**src/gcb_pkg.sv**
```systemverilog
// Shared types, constants and helpers for the glyph coverage blitter.
`default_nettype none
package gcb_pkg;

  localparam int MAX_GLYPH_SIZE = 256;
  localparam int MAX_FRAME_DIM  = 4096;

  // Fixed field and register widths
  localparam int COLOR_W    = 16;
  localparam int FRAME_W    = 13;
  localparam int STRIDE_W   = 15;
  localparam int CFG_DATA_W = 16;
  localparam int CFG_IDX_W  = 2;
  localparam int COV_W      = 8;
  localparam int ORIGIN_W   = 16;
  localparam int GWIDTH_W   = 9;
  localparam int OFFSET_W   = 26;
  localparam int ALPHA_W    = 4;

  // Derived widths
  localparam int CNT_W     = $clog2(MAX_GLYPH_SIZE);
  localparam int COORD_W   = $clog2(MAX_FRAME_DIM);
  localparam int POS_W     = ORIGIN_W + 1;
  localparam int CMP_W     = (CNT_W + 1 > GWIDTH_W) ? CNT_W + 1 : GWIDTH_W;
  localparam int DIM_W     = (FRAME_W > COORD_W + 1) ? FRAME_W : COORD_W + 1;
  localparam int PROD_W    = ALPHA_W + COV_W;

  localparam int Q_DEPTH   = 4;
  localparam int Q_IDX_W   = $clog2(Q_DEPTH);
  localparam int Q_CNT_W   = $clog2(Q_DEPTH + 1);

  localparam logic [COLOR_W-1:0] RGB_MASK   = 16'hFFF0;
  localparam logic [COLOR_W-1:0] ALPHA_MASK = 16'h000F;

  localparam logic [COLOR_W-1:0]  TEXT_COLOR_RST   = 16'hFFFF;
  localparam logic [FRAME_W-1:0]  FRAME_WIDTH_RST  = 13'd1280;
  localparam logic [FRAME_W-1:0]  FRAME_HEIGHT_RST = 13'd720;
  localparam logic [STRIDE_W-1:0] ROW_STRIDE_RST   = 15'd2560;

  typedef enum logic [CFG_IDX_W-1:0] {
    CFG_TEXT_COLOR   = 2'd0,
    CFG_FRAME_WIDTH  = 2'd1,
    CFG_FRAME_HEIGHT = 2'd2,
    CFG_ROW_STRIDE   = 2'd3
  } cfg_idx_t;

  // One pixel write waiting for its address
  typedef struct packed {
    logic [COORD_W-1:0] px;
    logic [COORD_W-1:0] py;
    logic [ALPHA_W-1:0] alpha;
  } pix_entry_t;

  // Clamp a frame dimension register to the largest supported frame
  function automatic logic [DIM_W-1:0] clamp_dim(input logic [FRAME_W-1:0] d);
    logic [DIM_W-1:0] de;
    de = DIM_W'(d);
    clamp_dim = (de > DIM_W'(MAX_FRAME_DIM)) ? DIM_W'(MAX_FRAME_DIM) : de;
  endfunction

  // floor(p / 255) by reciprocal: exact for any 12-bit p
  function automatic logic [ALPHA_W-1:0] div255(input logic [PROD_W-1:0] p);
    logic [PROD_W+1:0] p1;
    logic [PROD_W+1:0] s;
    p1 = (PROD_W+2)'(p) + (PROD_W+2)'(1);
    s  = p1 + (p1 >> 8);
    div255 = ALPHA_W'(s >> 8);
  endfunction

endpackage
`default_nettype wire

```
**src/gcb_front.sv**
```systemverilog
// Front end: glyph counters, clipping and alpha scaling of each coverage byte.
`default_nettype none
module gcb_front import gcb_pkg::*; (
  input  wire logic                clk,
  input  wire logic                rst_n,
  input  wire logic                accept,
  input  wire logic [COV_W-1:0]    coverage,
  input  wire logic [ORIGIN_W-1:0] origin_x,
  input  wire logic [ORIGIN_W-1:0] origin_y,
  input  wire logic [GWIDTH_W-1:0] glyph_width,
  input  wire logic                glyph_end,
  input  wire logic [COLOR_W-1:0]  text_color,
  input  wire logic [FRAME_W-1:0]  frame_width,
  input  wire logic [FRAME_W-1:0]  frame_height,
  output logic                     push,
  output pix_entry_t               entry
);

  logic [CNT_W-1:0] col_r, col_nxt;
  logic [CNT_W-1:0] row_r, row_nxt;

  logic signed [POS_W-1:0] fx, fy;
  logic [DIM_W-1:0]        fw, fh;
  logic                    in_frame;
  logic [PROD_W-1:0]       prod;
  logic [ALPHA_W-1:0]      alpha;
  logic [CMP_W-1:0]        gw_ext, gw_eff, col_inc;

  always_comb begin
    fx = POS_W'($signed(origin_x)) + $signed(POS_W'(col_r));
    fy = POS_W'($signed(origin_y)) + $signed(POS_W'(row_r));
    fw = clamp_dim(frame_width);
    fh = clamp_dim(frame_height);
    in_frame = !fx[POS_W-1] && !fy[POS_W-1]
               && (POS_W'(fx) < POS_W'(fw)) && (POS_W'(fy) < POS_W'(fh));
    prod  = PROD_W'(text_color[ALPHA_W-1:0]) * PROD_W'(coverage);
    alpha = div255(prod);
    push  = accept && in_frame && (coverage != '0) && (alpha != '0);
    entry.px    = fx[COORD_W-1:0];
    entry.py    = fy[COORD_W-1:0];
    entry.alpha = alpha;
  end

  // Column wraps at the effective glyph width, row saturates; glyph end clears both
  always_comb begin
    gw_ext = CMP_W'(glyph_width);
    priority if (gw_ext == '0) begin
      gw_eff = CMP_W'(1);
    end else if (gw_ext > CMP_W'(MAX_GLYPH_SIZE)) begin
      gw_eff = CMP_W'(MAX_GLYPH_SIZE);
    end else begin
      gw_eff = gw_ext;
    end
    col_inc = CMP_W'(col_r) + CMP_W'(1);
    col_nxt = col_r;
    row_nxt = row_r;
    if (accept) begin
      priority if (glyph_end) begin
        col_nxt = '0;
        row_nxt = '0;
      end else if (col_inc >= gw_eff) begin
        col_nxt = '0;
        if (row_r < CNT_W'(MAX_GLYPH_SIZE - 1)) begin
          row_nxt = row_r + CNT_W'(1);
        end
      end else begin
        col_nxt = col_inc[CNT_W-1:0];
      end
    end
  end

  always_ff @(posedge clk) begin
    if (!rst_n) begin
      col_r <= '0;
      row_r <= '0;
    end else begin
      col_r <= col_nxt;
      row_r <= row_nxt;
    end
  end

endmodule
`default_nettype wire

```
**src/gcb_queue.sv**
```systemverilog
// Short queue of pixel writes between the front end and the address stage.
`default_nettype none
module gcb_queue import gcb_pkg::*; (
  input  wire logic  clk,
  input  wire logic  rst_n,
  input  wire logic  push,
  input  wire pix_entry_t push_data,
  input  wire logic  pop,
  output pix_entry_t head,
  output logic       not_empty,
  output logic       full
);

  pix_entry_t          mem_r [Q_DEPTH];
  logic [Q_IDX_W-1:0]  wr_ptr_r, wr_ptr_nxt;
  logic [Q_IDX_W-1:0]  rd_ptr_r, rd_ptr_nxt;
  logic [Q_CNT_W-1:0]  count_r, count_nxt;

  always_comb begin
    not_empty  = (count_r != '0);
    full       = (count_r == Q_CNT_W'(Q_DEPTH));
    head       = mem_r[rd_ptr_r];
    wr_ptr_nxt = push ? wr_ptr_r + Q_IDX_W'(1) : wr_ptr_r;
    rd_ptr_nxt = pop  ? rd_ptr_r + Q_IDX_W'(1) : rd_ptr_r;
    count_nxt  = count_r + Q_CNT_W'(push) - Q_CNT_W'(pop);
  end

  always_ff @(posedge clk) begin
    if (push) begin
      mem_r[wr_ptr_r] <= push_data;
    end
  end

  always_ff @(posedge clk) begin
    if (!rst_n) begin
      wr_ptr_r <= '0;
      rd_ptr_r <= '0;
      count_r  <= '0;
    end else begin
      wr_ptr_r <= wr_ptr_nxt;
      rd_ptr_r <= rd_ptr_nxt;
      count_r  <= count_nxt;
    end
  end

endmodule
`default_nettype wire

```
**src/gcb_back.sv**
```systemverilog
// Back end: framebuffer address and pixel formation into the output register.
`default_nettype none
module gcb_back import gcb_pkg::*; (
  input  wire logic                clk,
  input  wire logic                rst_n,
  input  wire pix_entry_t          head,
  input  wire logic                head_valid,
  output logic                     pop,
  input  wire logic [COLOR_W-1:0]  text_color,
  input  wire logic [STRIDE_W-1:0] row_stride_bytes,
  output logic                     out_valid,
  input  wire logic                out_stall,
  output logic [OFFSET_W-1:0]      out_write_offset,
  output logic [COLOR_W-1:0]       out_pixel_value
);

  localparam int MUL_W = COORD_W + STRIDE_W;
  localparam int SUM_W = (MUL_W > COORD_W + 1) ? MUL_W + 1 : COORD_W + 2;

  logic                valid_r, valid_nxt;
  logic [OFFSET_W-1:0] offset_r, offset_nxt;
  logic [COLOR_W-1:0]  pixel_r, pixel_nxt;
  logic [MUL_W-1:0]    row_base;
  logic [SUM_W-1:0]    offset_full;

  always_comb begin
    // Load when the output register is free or being taken this cycle
    pop         = head_valid && (!valid_r || !out_stall);
    row_base    = MUL_W'(head.py) * MUL_W'(row_stride_bytes);
    offset_full = SUM_W'(row_base) + (SUM_W'(head.px) << 1);
    offset_nxt  = offset_full[OFFSET_W-1:0];
    pixel_nxt   = (text_color & RGB_MASK) | (COLOR_W'(head.alpha) & ALPHA_MASK);
    priority if (pop) begin
      valid_nxt = 1'b1;
    end else if (!out_stall) begin
      valid_nxt = 1'b0;
    end else begin
      valid_nxt = valid_r;
    end
  end

  always_ff @(posedge clk) begin
    if (!rst_n) begin
      valid_r <= 1'b0;
    end else begin
      valid_r <= valid_nxt;
    end
  end

  always_ff @(posedge clk) begin
    if (pop) begin
      offset_r <= offset_nxt;
      pixel_r  <= pixel_nxt;
    end
  end

  assign out_valid        = valid_r;
  assign out_write_offset = offset_r;
  assign out_pixel_value  = pixel_r;

endmodule
`default_nettype wire

```
**src/glyph_coverage_blitter_unit.sv**
```systemverilog
// Top level of the glyph coverage blitter: configuration registers and wiring.
//
// Coverage bytes of a glyph enter on the in_ channel, one per transfer, in
// row-major order, each with the glyph origin, width and an end-of-glyph mark.
// Each byte that lands inside the frame with a non-zero scaled alpha gives one
// transfer on the out_ channel: an RGBA4444 pixel and its framebuffer byte
// offset. Bytes that are clipped or fully transparent give nothing.
// Throughput is one byte per cycle while in_stall is low. The accepting edge
// writes each result into the four-entry pixel queue; from there it passes
// through the stride multiplier into the output register, where it is
// presented.
// While out_stall is high the queue and output register buffer up to five
// results; in_stall rises only when the queue is full.
// Configuration registers are written through cfg_wr_en/cfg_index/cfg_wr_data;
// the user must do so only while the block is idle, which the block itself does
// not enforce. Synchronous reset (rst_n low) restores the register defaults,
// clears the glyph counters and empties the queue and output register.
`default_nettype none
module glyph_coverage_blitter_unit import gcb_pkg::*; (
  input  wire logic                  clk,
  input  wire logic                  rst_n,
  input  wire logic                  cfg_wr_en,
  input  wire logic [CFG_IDX_W-1:0]  cfg_index,
  input  wire logic [CFG_DATA_W-1:0] cfg_wr_data,
  input  wire logic                  in_valid,
  output logic                       in_stall,
  input  wire logic [COV_W-1:0]      in_coverage,
  input  wire logic [ORIGIN_W-1:0]   in_origin_x,
  input  wire logic [ORIGIN_W-1:0]   in_origin_y,
  input  wire logic [GWIDTH_W-1:0]   in_glyph_width,
  input  wire logic                  in_glyph_end,
  output logic                       out_valid,
  input  wire logic                  out_stall,
  output logic [OFFSET_W-1:0]        out_write_offset,
  output logic [COLOR_W-1:0]         out_pixel_value
);

  logic [COLOR_W-1:0]  text_color_r, text_color_nxt;
  logic [FRAME_W-1:0]  frame_width_r, frame_width_nxt;
  logic [FRAME_W-1:0]  frame_height_r, frame_height_nxt;
  logic [STRIDE_W-1:0] row_stride_r, row_stride_nxt;

  logic       in_accept;
  logic       q_push, q_pop, q_not_empty, q_full;
  pix_entry_t q_in, q_head;

  always_comb begin
    text_color_nxt   = text_color_r;
    frame_width_nxt  = frame_width_r;
    frame_height_nxt = frame_height_r;
    row_stride_nxt   = row_stride_r;
    if (cfg_wr_en) begin
      unique case (cfg_idx_t'(cfg_index))
        CFG_TEXT_COLOR:   text_color_nxt   = cfg_wr_data[COLOR_W-1:0];
        CFG_FRAME_WIDTH:  frame_width_nxt  = cfg_wr_data[FRAME_W-1:0];
        CFG_FRAME_HEIGHT: frame_height_nxt = cfg_wr_data[FRAME_W-1:0];
        CFG_ROW_STRIDE:   row_stride_nxt   = cfg_wr_data[STRIDE_W-1:0];
        default:          text_color_nxt   = text_color_r;
      endcase
    end
  end

  always_ff @(posedge clk) begin
    if (!rst_n) begin
      text_color_r   <= TEXT_COLOR_RST;
      frame_width_r  <= FRAME_WIDTH_RST;
      frame_height_r <= FRAME_HEIGHT_RST;
      row_stride_r   <= ROW_STRIDE_RST;
    end else begin
      text_color_r   <= text_color_nxt;
      frame_width_r  <= frame_width_nxt;
      frame_height_r <= frame_height_nxt;
      row_stride_r   <= row_stride_nxt;
    end
  end

  assign in_stall  = q_full;
  assign in_accept = in_valid && !q_full;

  gcb_front u_front (
    .clk          (clk),
    .rst_n        (rst_n),
    .accept       (in_accept),
    .coverage     (in_coverage),
    .origin_x     (in_origin_x),
    .origin_y     (in_origin_y),
    .glyph_width  (in_glyph_width),
    .glyph_end    (in_glyph_end),
    .text_color   (text_color_r),
    .frame_width  (frame_width_r),
    .frame_height (frame_height_r),
    .push         (q_push),
    .entry        (q_in)
  );

  gcb_queue u_queue (
    .clk       (clk),
    .rst_n     (rst_n),
    .push      (q_push),
    .push_data (q_in),
    .pop       (q_pop),
    .head      (q_head),
    .not_empty (q_not_empty),
    .full      (q_full)
  );

  gcb_back u_back (
    .clk              (clk),
    .rst_n            (rst_n),
    .head             (q_head),
    .head_valid       (q_not_empty),
    .pop              (q_pop),
    .text_color       (text_color_r),
    .row_stride_bytes (row_stride_r),
    .out_valid        (out_valid),
    .out_stall        (out_stall),
    .out_write_offset (out_write_offset),
    .out_pixel_value  (out_pixel_value)
  );

endmodule
`default_nettype wire

```
**config.mk**
```make
export PLATFORM = sky130hd
export DESIGN_NAME = glyph_coverage_blitter_unit
export DESIGN_NICKNAME = d
export VERILOG_FILES = /design/src/gcb_pkg.sv /design/src/gcb_front.sv /design/src/gcb_queue.sv /design/src/gcb_back.sv /design/src/glyph_coverage_blitter_unit.sv
export SDC_FILE = /design/constraint.sdc
export NUM_CORES = 1
export LEC_CHECK = 0
export ABC_AREA = 1
export BUFFER_PORTS_ARGS = -buffer_cell sky130_fd_sc_hd__buf_4
export CAP_MARGIN = 20
export CORE_ASPECT_RATIO = 1.1
export CORE_MARGIN = 10
export CORE_UTILIZATION = 45
export DETAILED_ROUTE_END_ITERATION = 8
export PLACE_DENSITY = 0.62
export SYNTH_ARGS = -nofsm -noshare
export SYNTH_HDL_FRONTEND = slang
export SYNTH_SLANG_ARGS = --single-unit
```
**constraint.sdc**
```tcl
create_clock -name clk -period 18.3 [get_ports clk]
set_input_delay 3.66 -clock clk [delete_from_list [all_inputs] [get_ports clk]]
set_output_delay 3.66 -clock clk [all_outputs]
set_load 0.01 [all_outputs]
```
==> results of run 1 <==
final timing paths:
path                                 startpoint                          end  slack, ns  depth (start not counted)
worst max register to register             flop  u_back.out_write_offset[23]      11.08                         28
worst max-delay path             in_coverage[1]          u_queue.mem_r[3][1]      10.09                         32
worst min-delay path            text_color_r[5]    u_back.out_pixel_value[5]       0.43                          0
worst min register to register  text_color_r[5]    u_back.out_pixel_value[5]       0.43                          0
registers in the layout, indices dropped and copies added (netlist names), 3 cells and up, named ones only:
register,flops
u_back.out_pixel_value,16
u_front.row_r,8
u_queue.count_r,3
row_stride_r,15
frame_height_r,13
frame_width_r,13
u_front.col_r,8
u_back.out_write_offset,26
u_queue.mem_r,112
text_color_r,16
worst max-delay path, delay by kind of cell:
family	cells	cell delay (ns)
AND/OR/NAND/NOR	20	2.20
AO/OA/AOI/OAI	1	0.22
buffers and inverters	7	0.55
adder cells (fa/ha/maj)	4	1.71
power by group through the flow:
stage	clock, mW	combinational [mW]	sequential (mW)
after detailed placement	0	2.38	0.787
after floorplan	0	1.78	0.805
after global routing	0.546	2.72	0.780
after CTS	0.523	2.39	0.776
after global placement	0	2.32	0.787
final	0.509	2.37	0.775
metrics by stage:
stage | hold slack, ns | instance area [µm²] | instances | worst slack (ns)
after CTS | 0.433 | 20200 | 2712 | 10.06
after floorplan | 0.409 | 18000 | 2092 | 9.59
final | 0.434 | 20200 | 2713 | 10.09
after global routing | 0.449 | 20200 | 2713 | 9.56
after detailed placement | 0.417 | 19400 | 2664 | 9.47
after global placement | 0.416 | 19400 | 2664 | 9.53
cell families (layout without fill, tap and decap cells):
kind of cell | Yosys count | count (layout) | synth area share [%]
buffers and inverters | 422 | 536 | 8.82
adder cells (fa/ha/maj) | 301 | 301 | 27.4
AO/OA/AOI/OAI | 229 | 229 | 6.95
XOR/XNOR | 61 | 61 | 2.96
AND/OR/NAND/NOR | 842 | 842 | 19.0
flip-flops | 237 | 237 | 34.9
routing by layer:
| metal | vias up | share of wire [%] | global-route usage (%) |
|---|---|---|---|
| li1 | 6818 | - | - |
| met1 | 6601 | 43 | 22.8 |
| met2 | 390 | 47 | 30.4 |
| met3 | 83 | 6.7 | 3.51 |
| met4 | 0 | 3.3 | 6.61 |
| met5 | - | 0 | 0 |
placed cells by master, fill, tap and decap left out, types with 5 or more instances in the layout:
cell	count
o21ai_1	5
a21oi_1	90
o21ai_0	91
ha_1	145
xnor2_1	18
nor2_1	209
nor2_4	5
clkbuf_1	7
nand2_2	6
nand4_1	20
xor2_1	43
nand3_1	96
fa_1	156
clkbuf_16	26
clkinv_1	5
nand2_1	483
inv_1	362
buf_4	122
dfxtp_1	83
o22ai_1	15
edfxtp_1	154
nor3_1	8
cell type report:
class	count	area [µm²]	share of cell area [%]
clock buffer	33	677	3.35
clock inverter	15	150	0.742
inverter	365	1370	6.77
multi-input combinational	1433	10200	50.4
sequential	237	6290	31.1
tap	507	634	3.14
timing repair buffer	123	921	4.55
synthesized netlist by cell type, types with 2 or more instances:
cell / instances / area, µm²
a21boi_0: 2 / 15.0
a21o_1: 3 / 22.5
a21oi_1: 90 / 450
a21oi_2: 2 / 17.5
a22oi_1: 3 / 22.5
a31oi_1: 3 / 18.8
buf_1: 7 / 26.3
clkbuf_1: 48 / 180
dfxtp_1: 83 / 1660
edfxtp_1: 154 / 4620
fa_1: 156 / 3120
ha_1: 145 / 1810
inv_1: 363 / 1360
nand2_1: 483 / 1810
nand2_2: 6 / 37.5
nand3_1: 96 / 480
nand3_2: 2 / 20.0
nand4_1: 20 / 125
nor2_1: 213 / 800
nor2_2: 4 / 25.0
nor3_1: 8 / 40.0
nor3b_1: 2 / 15.0
nor4_1: 4 / 25.0
o211ai_1: 2 / 15.0
o21ai_0: 91 / 455
o21ai_1: 5 / 25.0
o21bai_1: 4 / 30.0
o22ai_1: 15 / 93.8
xnor2_1: 18 / 158
xor2_1: 43 / 377
==> impl_metrics.py, run 1 <==
metrics = {
    "timing": {
        "hold_viol_final": 0,
        "tns_ns": 0,
        "tightestPinTransition_ns": 0.940,
        "setup_viol": 0,
        "max_freq_ghz": 0.122,
        "fin_crit_sh_pct": 44.9,
        "rsz0062_at_grt": "no",
        "fin_skew_ns": 0.0262,
        "period_needed_ns": 8.21,
        "slew_viol_final": 0,
        "slew_headroom_pct": 37.3,
    },
    "critical_path": {
        "worstPathArrival_ns": 8.38,
        "slowest_stage": "nor2_4",
        "required_ns": 18.47,
        "startpoint_type": "primary input",
        "worst_setup_path_end_kind": "flop",
        "path_class": "primary input to flop",
        "critPathMaxStageDelay_ns": 0.71,
        "path_max_fanout": 28,
        "crit_top_cell": "nand2_1",
    },
    "floorplanning": {
        "initial_core_util_pct": 45.8,
        "dieWidth_um": 211,
        "row_count": 76,
        "fp.dieArea_um2": 48500,
        "die_y_um": 230,
        "num_io_pins": 117,
        "design.core.area_um2": 39400,
    },
    "clock_network": {
        "root_buffer": "clkbuf_16",
        "post-cts-setup-buffer-count": 0,
        "htree_levels": 1,
        "cts_buffer_depth": 3,
        "cts_sinks": 237,
        "cts_tree": "yes",
        "clock_latency_ns": 0.57,
        "cts_resized": 0,
        "cts_hold_buf": 0,
        "numCtsBuffers": 26,
        "clkTransAtPathRegs_ns": 0.06,
    },
    "logic_synthesis": {
        "ys.flop_type": "edfxtp_1",
        "ys_seq_area_share_pct": 34.9,
        "async_flop_share_pct": 0,
        "syn_inst": 2092,
        "yosys.cell_types.count": 47,
        "synth_edf_count": 154,
        "synth_area_um2": 18000,
        "yosysWarnings": 0,
        "ys_seq_elements": 237,
        "syn-num-nets": 2466,
        "syn_avg_cell_area_um2": 8.61,
    },
    "power": {
        "swShare_pct": 46.8,
        "power_density_nw_per_um2": 181,
        "p_comb_share_pct": 64.8,
        "p_sw_mw": 1.71,
        "ir_worst_vdd_mv": 0.163,
        "p_int_mw": 1.94,
        "seqPwrFrac_pct": 21.2,
        "clkPwrFrac_pct": 13.9,
        "p_leak_nw": 9.69,
        "finalPower_mw": 3.65,
    },
    "routing": {
        "drc": 0,
        "first_iter_violations": 1004,
        "viasPerCell": 5.12,
        "vias": 13900,
        "dr.pass1.iters": 5,
        "drt_wl_total_um": 44100,
        "ant_nets": 0,
        "wire_per_inst_um": 16.2,
    },
    "placement": {
        "place_congestion": 0.927,
        "placement.io_buffers": 116,
        "dp_hpwl_um": 34400,
    },
    "global_routing": {
        "grt_usage_pct": 18.1,
        "antenna_found_initial": 0,
        "grt-ovfl-total": 0,
        "grt_max_degree": 66,
        "grt_pass1_wl_um": 71200,
        "grt_pass1_vias": 14100,
    },
    "layout": {
        "areaGrowthSynthToFinish_pct": 12.3,
        "nFillCells": 3739,
        "drive_above_1_share_pct": 8.52,
        "nNetsFinal": 2560,
        "final_util_pct": 51.4,
        "insertedDiodeCount": 0,
    },
    "job": {
        "max_cap_violations": 0,
    },
    "worst_hold_path": {
        "hold_class": "flop to flop",
    },
    "run_status": {
        "status": "complete, no violations",
    },
}
Note: power is estimated with default switching activity, not from simulation.
==> inputs of run 2 (changes only) <==
- PLACE_DENSITY: 0.62 -> 0.65
- clock period: 18.3 -> 7.15 ns (I/O delays scaled with it)
==> run 2 against run 1 <==
Net effect: first-iteration DRC count unchanged; power increased to 2.6 times the previous value; die area unchanged; non-clock buffer count is 9 higher; highest routed layer unchanged.
==> impl_metrics.py, run 2 (synthesized netlist as in run 1, its figures left out) <==
metrics = {
    "run_status": {
        "status": "complete, no violations",
    },
    "floorplanning": {
        "die_y_um": 230,
        "dieWidth_um": 211,
        "initial_core_util_pct": 45.8,
        "row_count": 76,
        "num_io_pins": 117,
        "fp.dieArea_um2": 48500,
        "design.core.area_um2": 39400,
    },
    "timing": {
        "fin_skew_ns": 0.0177,
        "period_needed_ns": 6.47,
        "hold_viol_final": 0,
        "tns_ns": 0,
        "fin_crit_sh_pct": 90.4,
        "setup_viol": 0,
        "rsz0062_at_grt": "no",
        "slew_headroom_pct": 40.4,
        "max_freq_ghz": 0.155,
        "tightestPinTransition_ns": 0.886,
        "slew_viol_final": 0,
    },
    "global_routing": {
        "grt_usage_pct": 18.7,
        "grt-ovfl-total": 0,
        "grt_max_degree": 66,
        "grt_pass1_vias": 14200,
        "antenna_found_initial": 0,
        "grt_pass1_wl_um": 73500,
    },
    "routing": {
        "drt_wl_total_um": 45000,
        "ant_nets": 0,
        "vias": 13800,
        "viasPerCell": 5.08,
        "first_iter_violations": 1004,
        "dr.pass1.iters": 5,
        "wire_per_inst_um": 16.5,
        "drc": 0,
    },
    "clock_network": {
        "clkTransAtPathRegs_ns": 0.06,
        "clock_latency_ns": 0.56,
        "cts_buffer_depth": 3,
        "cts_sinks": 237,
        "root_buffer": "clkbuf_16",
        "htree_levels": 1,
        "post-cts-setup-buffer-count": 0,
        "numCtsBuffers": 27,
        "cts_tree": "yes",
        "cts_resized": 0,
        "cts_hold_buf": 0,
    },
    "critical_path": {
        "r2r_slack_ns": 0.68,
        "worstPathArrival_ns": 6.77,
        "reg2reg_depth": 21,
        "worst_setup_path_end_kind": "flop",
        "path_class": "flop to flop",
        "startpoint_type": "flop",
        "path_max_fanout": 29,
        "timing.rr.end": "u_back.out_write_offset[22]",
        "required_ns": 7.45,
    },
    "layout": {
        "largest_register_ffs": 112,
        "multi_input_area_um2": 10200,
        "nNetsFinal": 2570,
        "nFillCells": 3730,
        "insertedDiodeCount": 0,
        "final_common_cell": "nand2_1",
        "most-common-layout-cells": "nand2_1, inv_1, nor2_1, fa_1, edfxtp_1",
        "largest_register": "u_queue.mem_r",
        "stdcell_count": 2724,
        "areaGrowthSynthToFinish_pct": 13.1,
        "drive_above_1_share_pct": 9.11,
        "ff_latch_area_um2": 6290,
    },
    "power": {
        "ir_worst_vdd_mv": 0.449,
        "finalPower_mw": 9.51,
        "p_leak_nw": 9.79,
        "power_density_nw_per_um2": 467,
    },
    "placement": {
        "dp_hpwl_um": 35700,
        "placement.io_buffers": 116,
        "place_congestion": 0.931,
        "placedCellCount": 2673,
    },
    "job": {
        "max_cap_violations": 0,
    },
    "worst_hold_path": {
        "hold_class": "flop to flop",
        "hold_depth": 0,
        "hold_path.startpoint": "text_color_r[7]",
        "hold_path_end": "u_back.out_pixel_value[7]",
    },
}
run 2: where the power goes:
group | switching (mW) | internal [mW]
clock | 0.592 | 0.853
sequential | 0.0660 | 1.92
combinational | 3.74 | 2.35
total | 4.39 | 5.12
run 2: worst max-delay path by stage:
stage	startpoint	endpoint	slack (ns)	depth (start not counted)
floorplan	in_coverage[1]	u_queue.mem_r[0][0]	0.67	31
global placement	flop	u_back.out_write_offset[24]	0.84	21
detailed placement	flop	u_back.out_write_offset[22]	0.71	21
CTS	flop	u_back.out_write_offset[24]	0.69	24
global route	flop	u_back.out_write_offset[23]	0.27	27
finish	flop	u_back.out_write_offset[22]	0.68	21
run 2: cell type report:
cell class / count / area share (%)
Clock buffer: 32 / 3.41
Inverter: 365 / 6.72
Sequential cell: 237 / 30.9
Timing Repair Buffer: 132 / 4.85
Multi-Input combinational cell: 1433 / 49.9
Tap cell: 507 / 3.11
Clock inverter: 18 / 1.14
run 2: metrics by stage:
stage                     utilization (%)  area, µm²  hold WS, ns  worst slack [ns]
final                                51.8      20400        0.433             0.683
after global routing                 51.8      20400        0.444             0.267
after CTS                            51.7      20400        0.434             0.688
after detailed placement             49.4      19400        0.417             0.707
after global placement               49.4      19400        0.416             0.839
after floorplan                         -      18000        0.409             0.674
run 2: critical path, stage by stage (launching register included):
cell	delay [ns]
dfxtp_1	0.31
inv_1	0.62
nand3_1	0.14
nand2_1	0.32
inv_1	0.22
nand2_1	0.13
fa_1	0.46
fa_1	0.54
fa_1	0.55
inv_1	0.05
fa_1	0.51
fa_1	0.49
ha_1	0.36
nand2_1	0.11
o21ai_0	0.30
a21oi_1	0.11
o21ai_1	0.26
a21oi_1	0.18
o21ai_1	0.28
nand3_1	0.11
nand2_1	0.09
xor2_1	0.06
run 2: metal layers:
| layer | share of wire [%] | vias up | wire (µm) | track usage (%) |
|---|---|---|---|---|
| li1 | - | 6833 | - | - |
| met1 | 44 | 6550 | 19600 | 24.0 |
| met2 | 47 | 381 | 21300 | 31.5 |
| met3 | 6.3 | 74 | 2860 | 3.33 |
| met4 | 2.7 | 0 | 1210 | 5.46 |
| met5 | 0 | - | 0 | 0 |
==> inputs of run 3 (changes only) <==
- ABC_AREA: 1 -> unset
- CORE_UTILIZATION: 45 -> 41
- PLACE_DENSITY: 0.65 -> 0.6
==> run 3 against run 2 <==
Net effect: area after synthesis decreased by 2.3%; clock-buffer cell count increased by 4; sequential cell count unchanged; clock skew increased by 0.0048 ns; combinational power decreased by 45%; die area increased by 6.6%; fmax decreased by 2.8%; first-iteration DRC count decreased by 34%; global-route usage decreased by 2.5 points; final area decreased by 1.7%; critical path type unchanged.
==> impl_metrics.py, run 3 <==
metrics = {
    "power": {
        "p_sw_mw": 2.52,
        "p_comb_share_pct": 50.9,
        "p_leak_nw": 8.79,
        "ir_worst_vdd_mv": 0.173,
        "swShare_pct": 38.6,
        "power_density_nw_per_um2": 326,
        "clkPwrFrac_pct": 20.6,
        "p_int_mw": 4.00,
        "seqPwrFrac_pct": 28.5,
    },
    "logic_synthesis": {
        "synth_largest_area_cell": "edfxtp_1",
        "syn_inst": 1686,
        "synth_fa_ha_area_share_pct": 28.0,
        "ys_seq_area_share_pct": 35.7,
        "async_flop_share_pct": 0,
        "syn_avg_cell_area_um2": 10.4,
        "synth_area_um2": 17600,
        "yosys.area_share.simple_pct": 15.7,
        "muxShareOfSynthArea_pct": 3.98,
        "yosysMostFrequentCell": "nand2_1",
        "synth_top_area_share_pct": 26.3,
        "yosys.cell_types.count": 68,
        "ys.flop_type": "edfxtp_1",
        "synth_edf_count": 154,
        "synth_top_family_by_area": "adder cells",
        "yosysWarnings": 0,
        "syn-num-nets": 2060,
        "synthTopCellsByCount": "nand2_1, inv_1, fa_1, edfxtp_1, ha_1",
        "ys_top_cells_by_area": "edfxtp_1, fa_1, ha_1, dfxtp_1, nand2_1",
        "ys_seq_elements": 237,
        "synth_xor_area_share_pct": 3.03,
        "synth_compound_area_share_pct": 7.79,
    },
    "global_routing": {
        "grt_pass1_wl_um": 68000,
        "grt_usage_pct": 16.2,
        "grt_max_degree": 73,
        "antenna_found_initial": 0,
        "grt-ovfl-total": 0,
        "grt_pass1_vias": 12900,
    },
    "critical_path": {
        "required_ns": 7.45,
        "timing.rr.end": "u_back.out_write_offset[25]",
        "path_max_fanout": 15,
        "worstPathArrival_ns": 6.96,
        "startpoint_type": "flop",
        "path_class": "flop to flop",
        "crit_path_end": "u_back.out_write_offset[25]",
        "r2r_slack_ns": 0.50,
        "worst_setup_path_end_kind": "flop",
        "reg2reg_depth": 21,
    },
    "timing": {
        "slew_viol_final": 0,
        "tightestPinTransition_ns": 0.891,
        "fin_skew_ns": 0.0224,
        "fin_crit_sh_pct": 93.0,
        "setup_viol": 0,
        "hold_viol_final": 0,
        "tns_ns": 0,
        "rsz0062_at_grt": "no",
        "max_freq_ghz": 0.150,
        "slew_headroom_pct": 40.1,
        "period_needed_ns": 6.65,
    },
    "layout": {
        "drive_above_1_share_pct": 12.3,
        "stdcell_count": 2377,
        "areaGrowthSynthToFinish_pct": 13.7,
        "largest_register_ffs": 112,
        "insertedDiodeCount": 0,
        "most-common-layout-cells": "nand2_1, inv_1, fa_1, edfxtp_1, ha_1",
        "nNetsFinal": 2164,
        "largest_register": "u_queue.mem_r",
        "final_common_cell": "nand2_1",
    },
    "routing": {
        "vias": 12000,
        "drc": 0,
        "dr.pass1.iters": 7,
        "wire_per_inst_um": 17.4,
        "viasPerCell": 5.04,
        "ant_nets": 0,
        "first_iter_violations": 658,
        "drt_wl_total_um": 41300,
    },
    "placement": {
        "placement.io_buffers": 116,
        "dp_hpwl_um": 32400,
        "place_congestion": 0.821,
        "placedCellCount": 2327,
    },
    "clock_network": {
        "cts_sinks": 237,
        "numCtsBuffers": 28,
        "clkTransAtPathRegs_ns": 0.06,
        "clock_latency_ns": 0.56,
        "post-cts-setup-buffer-count": 0,
        "cts_hold_buf": 0,
        "cts_resized": 0,
        "cts_tree": "yes",
        "cts_buffer_depth": 3,
        "root_buffer": "clkbuf_16",
        "htree_levels": 1,
    },
    "floorplanning": {
        "die_y_um": 237,
        "row_count": 79,
        "dieWidth_um": 218,
        "design.core.area_um2": 42400,
        "num_io_pins": 117,
        "initial_core_util_pct": 41.5,
        "fp.dieArea_um2": 51700,
    },
    "job": {
        "max_cap_violations": 0,
    },
    "run_status": {
        "status": "complete, no violations",
    },
    "worst_hold_path": {
        "hold_class": "flop to flop",
    },
}
[run 3: kinds of logic (layout without fill, tap and decap cells)]
family,after synthesis,after routing
fa+ha+maj,301,301
flops,237,237
buf+inv,268,392
compound gates,198,198
xor+xnor,60,60
simple gates,587,587
mux,35,35
[run 3: layer usage]
layer | GRT usage [%] | vias to the layer above | wire, µm
met1 | 21.0 | 5844 | 18200
met2 | 27.4 | 261 | 20100
met5 | 0 | - | 0
met3 | 2.62 | 50 | 1910
met4 | 4.62 | 0 | 1060
li1 | - | 5834 | -
[run 3: worst min path at each step]
| stage | start | end | slack [ns] | cells past startpoint |
|---|---|---|---|---|
| 6_report | text_color_r[5] | u_back.out_pixel_value[5] | 0.43 | 0 |
| 5_1_grt | text_color_r[5] | u_back.out_pixel_value[5] | 0.44 | 0 |
| 4_1_cts | text_color_r[5] | u_back.out_pixel_value[5] | 0.43 | 0 |
| 3_5_place_dp | text_color_r[5] | u_back.out_pixel_value[5] | 0.41 | 0 |
| 3_3_place_gp | text_color_r[8] | u_back.out_pixel_value[8] | 0.42 | 0 |
| 2_1_floorplan | text_color_r[10] | u_back.out_pixel_value[10] | 0.41 | 0 |
[run 3: layout make-up]
| type | instances | area (µm²) |
|---|---|---|
| clock buffer | 36 | 754 |
| clock inverter | 14 | 119 |
| fill | 3968 | 22400 |
| inverter | 210 | 788 |
| multi-input combinational | 1181 | 10300 |
| sequential | 237 | 6290 |
| tap | 567 | 709 |
| timing repair buffer | 132 | 1040 |
[run 3: critical path, cell delays in order (launching register included)]
cell     delay, ns
dfxtp_4       0.49
mux4_2        0.69
and2_1        0.24
fa_1          0.54
inv_1         0.06
fa_1          0.54
inv_1         0.06
fa_1          0.51
fa_1          0.55
inv_1         0.05
fa_1          0.53
inv_1         0.04
ha_1          0.34
and3_1        0.23
and2_1        0.18
a22oi_1       0.26
a31oi_1       0.24
a21oi_1       0.23
o21ai_1       0.10
a21oi_1       0.25
a21oi_1       0.13
xnor2_1       0.14
[run 3: metrics by stage]
step                utilization (%)  setup slack, ns  area, µm²  power (mW)  hold slack, ns
detailed placement             45.2            0.161      19200        5.26           0.414
global route                   47.2            0.122      20000        7.14           0.438
CTS                            47.2            0.334      20000        6.64           0.428
floorplan                         -            0.370      17600        4.35           0.408
global placement               45.2            0.286      19100        5.19           0.415
finish                         47.2            0.499      20000        6.52           0.427
[run 3: power by group through the flow]
stage | registers [mW] | logic, mW | clock network [mW]
6_report | 1.86 | 3.32 | 1.35
2_1_floorplan | 1.91 | 2.44 | 0
3_3_place_gp | 1.89 | 3.30 | 0
5_1_grt | 1.88 | 3.82 | 1.45
4_1_cts | 1.86 | 3.39 | 1.39
3_5_place_dp | 1.89 | 3.37 | 0
